### src/rtl/core/flim_intensity_mean_arrival_assert.svh
// assertion macros for the flim mean arrival time block
// expects clk and rst_n in the scope where a macro is used
`ifndef FLIM_INTENSITY_MEAN_ARRIVAL_ASSERT_SVH
`define FLIM_INTENSITY_MEAN_ARRIVAL_ASSERT_SVH

// consequent must hold in the same cycle as the antecedent
`define FIMA_ASSERT_IMPLIES(label, ante, cons) \
    label: assert property (@(posedge clk) disable iff (!rst_n) (ante) |-> (cons)) \
        else $error("fima assertion failed");

// consequent must hold in the cycle after the antecedent
`define FIMA_ASSERT_NEXT(label, ante, cons) \
    label: assert property (@(posedge clk) disable iff (!rst_n) (ante) |=> (cons)) \
        else $error("fima assertion failed");

`endif

### src/rtl/core/fima_pkg.sv
// shared types and constants of the flim mean arrival time block
// no dependencies
package fima_pkg;

    localparam int CNT_W      = 28;
    localparam int WSUM_W     = 44;
    localparam int MEAN_W     = 24;
    localparam int FRAC_W     = 8;
    localparam int COUNT_W    = 16;
    localparam int TIME_W     = 16;
    localparam int PROD_W     = COUNT_W + TIME_W;
    localparam int ALU_W      = WSUM_W + 1;
    localparam int DIV_STEPS  = MEAN_W;
    localparam int DIV_CNT_W  = $clog2(DIV_STEPS);
    // quotient overflows when weighted_sum >= count_sum << OVF_SHIFT
    localparam int OVF_SHIFT  = MEAN_W - FRAC_W;

    typedef struct packed {
        logic [COUNT_W-1:0] count;
        logic [TIME_W-1:0]  bin_time;
        logic               last_bin;
    } bin_t;

    typedef struct packed {
        logic [CNT_W-1:0]  intensity;
        logic [MEAN_W-1:0] mean_arrival;
        logic              zero_intensity;
    } result_t;

    typedef enum logic [2:0] {
        S_IDLE,
        S_MUL,
        S_ADD_W,
        S_ADD_C,
        S_CHECK,
        S_DIV,
        S_HOLD
    } state_t;

endpackage

### src/rtl/core/flim_intensity_mean_arrival.sv
// flim mean arrival time: per-pixel intensity and count-weighted mean bin time
// depends on fima_pkg and flim_intensity_mean_arrival_assert.svh
//
// One histogram bin is taken per transaction. A bin that is not the last of its
// pixel passes through the 16x16 multiplier, then the weighted sum and the
// intensity sum each take a turn through the single 45-bit add/subtract unit,
// before the next bin can be accepted. A last bin adds one overflow compare and
// 24 restoring division steps on that same unit, and a load of the result
// register. An empty pixel or one whose mean saturates skips the division and
// goes from the compare straight to the load. If the
// previous result has not been taken yet, the block waits in the load cycle.
// The result register lets the next bin be accepted while a result is still
// pending. The mean is floor(weighted_sum * 256 / intensity) in Q16.8,
// saturating at all ones; an empty pixel gives mean 0 with zero_intensity set.
// Both sums saturate and are cleared after each pixel.
`include "flim_intensity_mean_arrival_assert.svh"

module flim_intensity_mean_arrival (
    input  logic             clk,
    input  logic             rst_n,
    input  logic             bin_valid,
    output logic             bin_ready,
    input  fima_pkg::bin_t    bin,
    output logic             res_valid,
    input  logic             res_ready,
    output fima_pkg::result_t res
);
    import fima_pkg::*;

    state_t state_reg, state_next;

    logic [COUNT_W-1:0]   cnt_reg;
    logic [TIME_W-1:0]    tm_reg;
    logic                 last_reg;
    logic [PROD_W-1:0]    prod_reg;
    logic [CNT_W-1:0]     csum_reg;
    logic [WSUM_W-1:0]    wsum_reg;
    logic [CNT_W-1:0]     rem_reg;
    logic [MEAN_W-1:0]    dshift_reg;
    logic [MEAN_W-1:0]    quo_reg;
    logic                 zero_reg;
    logic [DIV_CNT_W-1:0] div_cnt_reg;
    logic                 res_valid_reg;
    result_t              res_reg;

    // shared add/subtract unit
    logic [ALU_W-1:0] alu_a;
    logic [ALU_W-1:0] alu_b;
    logic             alu_sub;
    logic [ALU_W-1:0] alu_res;
    logic             alu_ge;

    logic             bin_acc;
    logic             res_free;
    logic             csum_zero;
    logic [CNT_W:0]   div_r;

    assign alu_res   = alu_sub ? (alu_a - alu_b) : (alu_a + alu_b);
    assign alu_ge    = ~alu_res[ALU_W-1];
    assign bin_acc   = bin_valid && bin_ready;
    assign res_free  = !res_valid_reg || res_ready;
    assign csum_zero = (csum_reg == '0);
    assign div_r     = {rem_reg, dshift_reg[MEAN_W-1]};

    // next state
    always_comb
    begin
        state_next = state_reg;
        unique case (state_reg)
            S_IDLE:  if (bin_valid) state_next = S_MUL;
            S_MUL:   state_next = S_ADD_W;
            S_ADD_W: state_next = S_ADD_C;
            S_ADD_C: state_next = last_reg ? S_CHECK : S_IDLE;
            S_CHECK:
            begin
                if (csum_zero || alu_ge)
                    state_next = S_HOLD;
                else
                    state_next = S_DIV;
            end
            S_DIV:
            begin
                if (div_cnt_reg == DIV_CNT_W'(DIV_STEPS - 1))
                    state_next = S_HOLD;
            end
            S_HOLD:  if (res_free) state_next = S_IDLE;
            default: state_next = S_IDLE;
        endcase
    end

    // sequencer outputs: handshake and alu operand selection
    always_comb
    begin
        bin_ready = 1'b0;
        alu_a     = '0;
        alu_b     = '0;
        alu_sub   = 1'b0;
        unique case (state_reg)
            S_IDLE:  bin_ready = 1'b1;
            S_MUL:   ;
            S_ADD_W:
            begin
                alu_a = {1'b0, wsum_reg};
                alu_b = ALU_W'(prod_reg);
            end
            S_ADD_C:
            begin
                alu_a = ALU_W'(csum_reg);
                alu_b = ALU_W'(cnt_reg);
            end
            S_CHECK:
            begin
                alu_a   = {1'b0, wsum_reg};
                alu_b   = {1'b0, csum_reg, {OVF_SHIFT{1'b0}}};
                alu_sub = 1'b1;
            end
            S_DIV:
            begin
                alu_a   = ALU_W'(div_r);
                alu_b   = ALU_W'(csum_reg);
                alu_sub = 1'b1;
            end
            S_HOLD:  ;
            default: ;
        endcase
    end

    // control state and sums
    always_ff @(posedge clk or negedge rst_n)
    begin
        if (!rst_n)
        begin
            state_reg     <= S_IDLE;
            csum_reg      <= '0;
            wsum_reg      <= '0;
            div_cnt_reg   <= '0;
            res_valid_reg <= 1'b0;
        end
        else
        begin
            state_reg <= state_next;

            // saturating accumulation
            if (state_reg == S_ADD_W)
                wsum_reg <= alu_res[ALU_W-1] ? {WSUM_W{1'b1}} : alu_res[WSUM_W-1:0];
            if (state_reg == S_ADD_C)
                csum_reg <= (|alu_res[ALU_W-1:CNT_W]) ? {CNT_W{1'b1}} : alu_res[CNT_W-1:0];

            // division step counter
            if (state_reg == S_CHECK)
                div_cnt_reg <= '0;
            else if (state_reg == S_DIV)
                div_cnt_reg <= div_cnt_reg + 1'b1;

            // result register and sum clear at end of pixel
            if (state_reg == S_HOLD && res_free)
            begin
                res_valid_reg <= 1'b1;
                csum_reg      <= '0;
                wsum_reg      <= '0;
            end
            else if (res_ready)
                res_valid_reg <= 1'b0;
        end
    end

    // datapath registers
    always_ff @(posedge clk)
    begin
        if (bin_acc)
        begin
            cnt_reg  <= bin.count;
            tm_reg   <= bin.bin_time;
            last_reg <= bin.last_bin;
        end

        if (state_reg == S_MUL)
            prod_reg <= cnt_reg * tm_reg;

        // overflow check and divider setup
        if (state_reg == S_CHECK)
        begin
            zero_reg   <= csum_zero;
            rem_reg    <= wsum_reg[WSUM_W-1:OVF_SHIFT];
            dshift_reg <= {wsum_reg[OVF_SHIFT-1:0], {FRAC_W{1'b0}}};
            if (csum_zero)
                quo_reg <= '0;
            else if (alu_ge)
                quo_reg <= {MEAN_W{1'b1}};
            else
                quo_reg <= '0;
        end

        // restoring division, one quotient bit per cycle
        if (state_reg == S_DIV)
        begin
            rem_reg    <= alu_ge ? alu_res[CNT_W-1:0] : div_r[CNT_W-1:0];
            dshift_reg <= {dshift_reg[MEAN_W-2:0], 1'b0};
            quo_reg    <= {quo_reg[MEAN_W-2:0], alu_ge};
        end

        if (state_reg == S_HOLD && res_free)
        begin
            res_reg.intensity      <= csum_reg;
            res_reg.mean_arrival   <= quo_reg;
            res_reg.zero_intensity <= zero_reg;
        end
    end

    assign res_valid = res_valid_reg;
    assign res       = res_reg;

    // checks
    `FIMA_ASSERT_IMPLIES(a_zero_mean, res_valid && res.zero_intensity, res.mean_arrival == '0)
    `FIMA_ASSERT_IMPLIES(a_nonzero_int, res_valid && !res.zero_intensity, res.intensity != '0)
    `FIMA_ASSERT_IMPLIES(a_rem_below_div, state_reg == S_DIV, rem_reg < csum_reg)
    `FIMA_ASSERT_IMPLIES(a_empty_sums, state_reg == S_IDLE && csum_reg == '0, wsum_reg == '0)
    `FIMA_ASSERT_NEXT(a_clear_after_pixel, state_reg == S_HOLD && res_free,
        csum_reg == '0 && wsum_reg == '0 && res_valid)

endmodule

### config.mk
export PLATFORM = sky130hd
export DESIGN_NAME = flim_intensity_mean_arrival
export DESIGN_NICKNAME = d
export VERILOG_FILES = /design/src/rtl/core/fima_pkg.sv /design/src/rtl/core/flim_intensity_mean_arrival.sv
export VERILOG_INCLUDE_DIRS = /design/src /design/src/rtl/core
export SDC_FILE = /design/constraint.sdc
export NUM_CORES = 1
export LEC_CHECK = 0
export BUFFER_PORTS_ARGS = -buffer_cell sky130_fd_sc_hd__buf_4
export CAP_MARGIN = 20
export CORE_ASPECT_RATIO = 0.8
export CORE_UTILIZATION = 45
export DETAILED_ROUTE_END_ITERATION = 7
export GPL_TIMING_DRIVEN = 0
export PLACE_DENSITY_LB_ADDON = 0.2
export SYNTH_ARGS = -nofsm -noshare
export SYNTH_HDL_FRONTEND = slang
export SYNTH_SLANG_ARGS = --single-unit
### constraint.sdc
create_clock -name clk -period 6.85 [get_ports clk]
set_input_delay 0 -clock clk [delete_from_list [all_inputs] [get_ports clk]]
set_output_delay 0 -clock clk [all_outputs]
set_load 0.02 [all_outputs]
## After elaboration in Yosys (flattened, before gate mapping)

Index checks and enable logic that the tools add are counted.

| word-level totals | value |
|---|---|
| register bits | 268 |
| bits in latches | 0 |
| bits in writable memories | 0 |
| bits in read-only memories | 0 |
| bits of input ports | 37 |
| output and inout port bits | 55 |
| word-level logic and storage cells | 77 |
| memories kept | 0 |

| operators by class | value |
|---|---|
| add/sub/neg operators | 3 |
| multipliers | 1 |
| div/mod/pow operators | 0 |
| $lt $le $gt $ge | 0 |
| equality and inequality tests | 10 |
| shift-type cells | 0 |
| multiplexer cells | 30 |
| bitwise logic cells | 1 |
| reductions and logical operators | 15 |

Operator list:

| cell | count |
|---|---|
| 44-bit case mux with 4 select lines | 1 |
| 28-bit two-way mux | 6 |
| 24-bit two-way mux | 6 |
| 44-bit two-way mux | 3 |
| 44-bit case mux with 3 select lines | 1 |
| 45-bit adder | 1 |
| 45-bit two-way mux | 1 |
| 45-bit subtractor | 1 |
| 16-bit by 16-bit multiplier with 32-bit output | 1 |
| 28-bit zero test | 1 |
| 3-bit case mux with 7 select lines | 1 |
| 17-bit OR reduction | 1 |
| 3-bit two-way mux | 4 |
| 5-bit two-way mux | 2 |
| 3-bit equality test (second input constant) | 3 |
| 2-bit nonzero test | 4 |
| 3-bit by 2-bit equality test with 1-bit output (second input constant) | 2 |
| 2-bit != test (second input constant) | 3 |
| 5-bit by 1-bit adder with 5-bit output (second input constant) | 1 |
| 5-bit equality test (second input constant) | 1 |
| 1-bit two-way mux | 4 |
| 2-bit OR reduction | 2 |
| 3-bit by 1-bit equality test with 1-bit output (second input constant) | 1 |
| 3-bit zero test | 1 |
| 6 further kinds | 8 |

## Longest topological paths before layout

Gate-level depths: netlist of the first run.

| depth | value |
|---|---|
| word-level depth | 9 |
| depth in mapped cells | 28 |
| gate-level depth less buffers | 24 |

## Worst setup path before layout of the first run

Ideal clock, no wire load.

| timing path | value |
|---|---|
| path type | register to register |
| start | register cnt_reg[10] |
| end | register prod_reg[30] (data pin) |
| library setup time | 0.258 ns |
| arrival | 6.139 ns |
| required time | 6.592 ns |
| setup slack | 0.453 ns |
| cell stages (with the launch flop) | 25 |
| buffers on the path | 1 |
| period minus slack after synthesis | 6.397 ns |
| cell sequence | edfxtp_1 clkbuf_1 nand2_1 fa_1 inv_1 fa_1 inv_1 fa_1 fa_1 inv_1 fa_1 inv_1 fa_1 inv_1 ha_1 a21o_1 a21o_1 a211o_1 a21oi_1 o21ai_0 nor3b_1 a2bb2oi_1 a211o_1 a21oi_1 xnor2_1 |

| on the way | value |
|---|---|
| word-level cells in the longest chain between the ends | 1 |

Ends and longest elaborated chain:

| element | RTL line | RTL |
|---|---|---|
| start: declaration | flim_intensity_mean_arrival.sv:32 | `logic [COUNT_W-1:0] cnt_reg;` |
| start signal: assignment | flim_intensity_mean_arrival.sv:172 | `cnt_reg <= bin.count;` |
| 16-bit by 16-bit multiplier with 32-bit output | flim_intensity_mean_arrival.sv:178 | `prod_reg <= cnt_reg * tm_reg;` |
| end signal: assignment | flim_intensity_mean_arrival.sv:178 |  |
| end: declaration | flim_intensity_mean_arrival.sv:35 | `logic [PROD_W-1:0] prod_reg;` |

No other way between the ends.
A chain may end at the register's enable or synchronous reset.

## Final worst setup path of the first run

| timing path | value |
|---|---|
| start | register state_reg[2] |
| end | register csum_reg[9] |

| on the way | value |
|---|---|
| word-level cells in the longest chain between the ends | 9 |

Ends and longest elaborated chain:

| element | RTL line | RTL |
|---|---|---|
| start: declaration | flim_intensity_mean_arrival.sv:30 | `state_t state_reg, state_next;` |
| start signal: assignment | flim_intensity_mean_arrival.sv:141 | `state_reg <= state_next;` |
| 3-bit by 2-bit equality test with 1-bit output or 3-bit equality test (tied branches) | flim_intensity_mean_arrival.sv:98 | `unique case (state_reg)` |
| 2-bit OR reduction (no source line) | n/a |  |
| 44-bit case mux with 3 select lines | flim_intensity_mean_arrival.sv:98 |  |
| 45-bit adder or 45-bit subtractor (tied branches) | flim_intensity_mean_arrival.sv:58 | `assign alu_res = alu_sub ? (alu_a - alu_b) : (alu_a + alu_b);` |
| 45-bit two-way mux | flim_intensity_mean_arrival.sv:58 |  |
| 17-bit OR reduction | flim_intensity_mean_arrival.sv:147 | `csum_reg <= (\|alu_res[ALU_W-1:CNT_W]) ? {CNT_W{1'b1}} : alu_res[CNT_W-1:0];` |
| 28-bit two-way mux | flim_intensity_mean_arrival.sv:147 |  |
| 28-bit two-way mux | flim_intensity_mean_arrival.sv:146 | `if (state_reg == S_ADD_C)` |
| 28-bit two-way mux | flim_intensity_mean_arrival.sv:156 | `if (state_reg == S_HOLD && res_free)` |
| end signal: assignment | flim_intensity_mean_arrival.sv:147 |  |
| end: declaration | flim_intensity_mean_arrival.sv:36 | `logic [CNT_W-1:0] csum_reg;` |

Several ways; a longest one is shown, not always the timed one. The select of a mux whose other input is x is not followed.

==> impl_metrics.py, run 1 <==
metrics = {
    "timing": {
        "drv_slew": 0,
        "max_freq_mhz": 150,
        "final-hold-violation-count": 0,
        "finalClockSkew_ns": 0.0153,
        "tightest_slew_ns": 0.934,
        "slew_headroom_pct": 37.7,
        "setup_viol": 0,
        "period_share_pct": 97.3,
        "fin_crit_ns": 6.67,
    },
    "floorplan": {
        "die_h_um": 207,
        "start_util_pct": 45.9,
        "row_count": 74,
        "dieArea_mm2": 0.0534,
        "die_w_um": 258,
        "core-area_mm2": 0.0514,
        "pin_count": 92,
    },
    "worst_setup_path": {
        "cp_slowest_cell": "or4_4",
        "r2r_cells": 26,
        "crit_arrival_ns": 7.13,
        "cp_top_family": "simple AND/OR/NAND/NOR gates",
        "path_buf_inv": 8,
        "worstSetupStartpointType": "register",
        "required_ns": 7.31,
        "cp_num_cells": 26,
        "crit_type": "register to register",
        "end_kind": "register",
        "crit_fanout": 10,
        "max_stage_delay_ns": 0.60,
    },
    "drt": {
        "drtIter0Drc": 2364,
        "drtAntennaViolNets": 0,
        "wl_per_cell_um": 23.2,
        "drt-pass1-iter-count": 7,
        "drc": 0,
        "dr_total_vias": 19900,
        "routed_via_density": 5.86,
        "drt-total-wl_um": 78800,
    },
    "layout": {
        "final.fill_count": 4691,
        "final_cell_mix": "315 x nand2_1, 273 x inv_1, 232 x a21oi_1",
        "design_area_mm2": 0.0272,
        "final_core_util_pct": 53.0,
        "mostFrequentLayoutCell": "nand2_1",
        "instances_no_fill": 3391,
        "diodes": 0,
        "area_growth_pct": 15.4,
        "drive_gt1_share_pct": 11.7,
        "nets": 3064,
        "largest_reg_flops": 53,
    },
    "yosys": {
        "synth_cells": 2475,
        "synth_edf_count": 187,
        "synth_top_cell_by_area": "edfxtp_1",
        "syn_area_mm2": 0.0236,
        "synthTopCellsByArea": "edfxtp_1 24%, fa_1 17%, dfrtp_1 8.6%",
        "syn_avg_cell_area_um2": 9.53,
        "ys_seq_area_share_pct": 32.4,
        "synthArstFlopShare_pct": 30.2,
        "synth_cell_type_count": 87,
        "ys_ff_latch": 268,
        "synth_top_area_share_pct": 23.8,
        "ys.flop_type": "edfxtp_1",
        "yosysWarnings": 0,
        "synth_nets": 2857,
    },
    "min_path": {
        "hold_depth": 2,
        "hp-class": "input pin to register",
    },
    "clock_network": {
        "root_buffer": "clkbuf_16",
        "htreeDepth": 1,
        "clock-sinks": 268,
        "cts_tree": "done",
        "path_clk_slew_ns": 0.07,
        "clkLatencyLatePin_ns": 0.60,
        "clockBufferDepth": 3,
        "cts_made_buffers": 31,
    },
    "global_routing": {
        "antenna_found_initial": 5,
        "grt_max_degree": 82,
        "grt_pass1_wl_um": 120000,
        "gr-usage-all-layers_pct": 30.1,
        "grt_pass1_vias": 19600,
        "gr-total-overflow": 0,
    },
    "status": {
        "outcome": "complete, no violations",
    },
    "place": {
        "placed_area_mm2": 0.0252,
        "dp_cells": 3254,
        "place_hpwl_um": 61000,
        "portBuffers": 91,
        "gp_congestion": 0.983,
    },
    "flow_run": {
        "maxCapViolCount": 0,
    },
}
## routing by layer
layer	wire, µm	track usage [%]
met1	35500	44.6
met2	32100	43.5
met3	9290	8.21
met4	1840	6.55
met5	12	0
## final timing paths
path                         startpoint      endpoint  slack, ns
max reg2reg                state_reg[2]   csum_reg[9]       0.18
max                        state_reg[2]   csum_reg[9]       0.18
min reg2reg                 quo_reg[23]       res[24]       0.43
min                              bin[7]     tm_reg[6]       0.11
max in group asynchronous         rst_n  state_reg[2]       5.81
min in group asynchronous         rst_n   wsum_reg[5]       0.36
## synth_stat cells, types with 32 or more instances
| cell type | count |
|---|---|
| inv_1 | 274 |
| nand2_1 | 315 |
| edfxtp_1 | 187 |
| o21ai_0 | 56 |
| clkbuf_1 | 96 |
| a31oi_1 | 34 |
| nor3_1 | 32 |
| o21ai_1 | 34 |
| ha_1 | 150 |
| dfrtp_1 | 81 |
| mux2i_1 | 43 |
| a21oi_1 | 235 |
| nor2_1 | 98 |
| and2_1 | 107 |
| fa_1 | 195 |
| nor2b_1 | 53 |
| xor2_1 | 36 |
| xnor2_1 | 61 |
| a21o_1 | 47 |
## through the flow
stage,hold slack (ns),setup WS [ns],setup TNS [ns]
floorplan,-0.296,0.453,0
global placement,0.178,-1.96,-169.45
detailed placement,0.179,-0.803,-14.13
CTS,0.0820,0.0488,0
global route,0.112,-0.0444,-0.0547
finish,0.112,0.182,0
## area by class of cell
| cell class | instances | area (µm²) | share of cell area (%) |
|---|---|---|---|
| plain buffers | 144 | 796 | 2.92 |
| clock buffers | 37 | 798 | 2.93 |
| flip-flops and latches | 268 | 7640 | 28.1 |
| repair buffers | 177 | 1540 | 5.64 |
| inverters | 276 | 1040 | 3.81 |
| multi-input cells | 1784 | 14400 | 52.7 |
| well taps | 684 | 856 | 3.14 |
| clock inverters | 21 | 200 | 0.735 |
## kinds of logic (layout without fill, tap and decap cells)
| kind of cell | count (synthesis) | count (layout) | share of synthesized area (%) |
|---|---|---|---|
| multiplexers | 45 | 45 | 1.92 |
| XOR/XNOR | 99 | 99 | 3.74 |
| buffers and inverters | 423 | 655 | 7.41 |
| flip-flops | 268 | 268 | 32.4 |
| AND/OR/NAND/NOR | 716 | 716 | 14.8 |
| adder cells (fa/ha/maj) | 345 | 345 | 24.5 |
| AO/OA/AOI/OAI | 579 | 579 | 15.2 |
## timing repair
item                       CTS  global route
pin swaps                    1            10
gates resized for setup     37            69
hold endpoints to repair   117            19
hold buffers                36             1
setup endpoints to repair   40           122
buffers inserted            19            25
Power of run 1 is not shown: default switching activity piles up to over one toggle a cycle in this logic, so the estimate is an artifact.
==> run 2, diff against run 1 <==
- BUFFER_PORTS_ARGS: -buffer_cell sky130_fd_sc_hd__buf_4 -> unset
- CORE_MARGIN: unset -> 4
- DONT_BUFFER_PORTS: unset -> 1
==> impl_metrics.py, run 2 (synthesis results as in run 1) <==
metrics = {
    "timing": {
        "period_share_pct": 96.2,
        "fin_crit_ns": 6.59,
        "max_freq_mhz": 152,
        "setup_viol": 0,
        "final-hold-violation-count": 0,
        "finalClockSkew_ns": 0.0192,
        "setup_ws_ns": 0.259,
        "slew_headroom_pct": 36.4,
        "tightest_slew_ns": 0.950,
        "drv_slew": 0,
        "rsz0062_at_grt": "false",
    },
    "clock_network": {
        "root_buffer": "clkbuf_16",
        "cts_tree": "done",
        "clock-sinks": 268,
        "cts_made_buffers": 31,
        "htreeDepth": 1,
        "clkLatencyLatePin_ns": 0.61,
        "clockBufferDepth": 3,
        "path_clk_slew_ns": 0.06,
    },
    "layout": {
        "final.fill_count": 4788,
        "final_cell_mix": "315 x nand2_1, 273 x inv_1, 233 x a21oi_1",
        "drive_gt1_share_pct": 8.81,
        "largest_reg_flops": 53,
        "instances_no_fill": 3308,
        "final_core_util_pct": 51.8,
        "area_growth_pct": 13.0,
        "design_area_mm2": 0.0267,
        "nets": 2980,
        "mostFrequentLayoutCell": "nand2_1",
    },
    "worst_setup_path": {
        "required_ns": 7.17,
        "crit_fanout": 10,
        "max_stage_delay_ns": 0.47,
        "end_kind": "register",
        "worstSetupStartpointType": "register",
        "crit_type": "register to register",
        "cp_slowest_cell": "or3_4",
        "cp_top_family": "compound AO/OA/AOI/OAI gates",
        "r2r_cells": 28,
        "crit_arrival_ns": 6.92,
        "path_buf_inv": 7,
        "cp_num_cells": 28,
        "crit_top_cell": "buf_6",
    },
    "status": {
        "outcome": "complete, no violations",
    },
    "drt": {
        "drtAntennaViolNets": 0,
        "wl_per_cell_um": 24.1,
        "routed_via_density": 5.94,
        "drt-total-wl_um": 79700,
        "drt-pass1-iter-count": 6,
        "drc": 0,
        "drtIter0Drc": 2412,
        "dr_total_vias": 19700,
    },
    "global_routing": {
        "grt_pass1_wl_um": 121000,
        "gr-usage-all-layers_pct": 28.0,
        "antenna_found_initial": 4,
        "grt_pass1_vias": 19500,
        "grt_max_degree": 60,
        "gr-total-overflow": 0,
    },
    "place": {
        "gp_congestion": 0.989,
        "placed_area_mm2": 0.0245,
        "place_hpwl_um": 61500,
        "dp_cells": 3163,
        "portBuffers": 0,
        "place_ws_ns": -0.855,
    },
    "min_path": {
        "hold_depth": 1,
        "hp-class": "input pin to register",
    },
    "floorplan": {
        "row_count": 74,
        "die_h_um": 213,
        "dieArea_mm2": 0.0562,
        "core-area_mm2": 0.0515,
        "start_util_pct": 45.8,
        "die_w_um": 264,
        "pin_count": 92,
    },
    "flow_run": {
        "maxCapViolCount": 0,
    },
}
## run 2: routing by layer
metal | vias up | global-route usage, % | part of all wire (%)
li1 | 8703 | - | -
met1 | 9757 | 42.8 | 45
met2 | 1052 | 40.2 | 40
met3 | 138 | 7.19 | 12
met4 | 2 | 6.19 | 2.7
met5 | - | 0 | 0.016
## run 2: worst paths after layout
path | start | endpoint | slack [ns]
max reg2reg | state_reg[2] | rem_reg[18] | 0.26
max in group asynchronous | rst_n | csum_reg[27] | 5.91
min | bin[13] | tm_reg[12] | 0.02
max | state_reg[2] | rem_reg[18] | 0.26
min in group asynchronous | rst_n | wsum_reg[20] | 0.46
min reg2reg | zero_reg | res[0] | 0.43
## run 2: timing repair
item                                    4_1_cts  5_1_grt
hold endpoints to repair                    118        0
setup buffers                                21       25
cloned                                        0        1
pin swaps                                     1        6
hold buffers                                 42        0
gates resized for setup                      34       78
endpoints found under the setup margin       40      125
## run 2: cell type report
cell class                      instances  area (µm²)  share of cell area, %
Multi-Input combinational cell       1784       14400                   53.9
Sequential cell                       268        7640                   28.7
Inverter                              276        1040                   3.89
Timing Repair Buffer                   93         910                   3.41
Tap cell                              684         856                   3.21
Clock buffer                           37         841                   3.15
Buffer                                144         798                   2.99
Clock inverter                         21         216                  0.812
Antenna cell                            1        2.50                0.00939
## run 2: metrics by stage
| step | hold WS, ns | TNS, ns |
|---|---|---|
| 2_1_floorplan | -0.296 | 0 |
| 3_3_place_gp | -0.290 | -187.67 |
| 3_5_place_dp | -0.291 | -14.67 |
| 4_1_cts | 0.00111 | 0 |
| 5_1_grt | 0.00513 | 0 |
| 6_report | 0.0214 | 0 |
Power of run 2 is left out for the same reason.
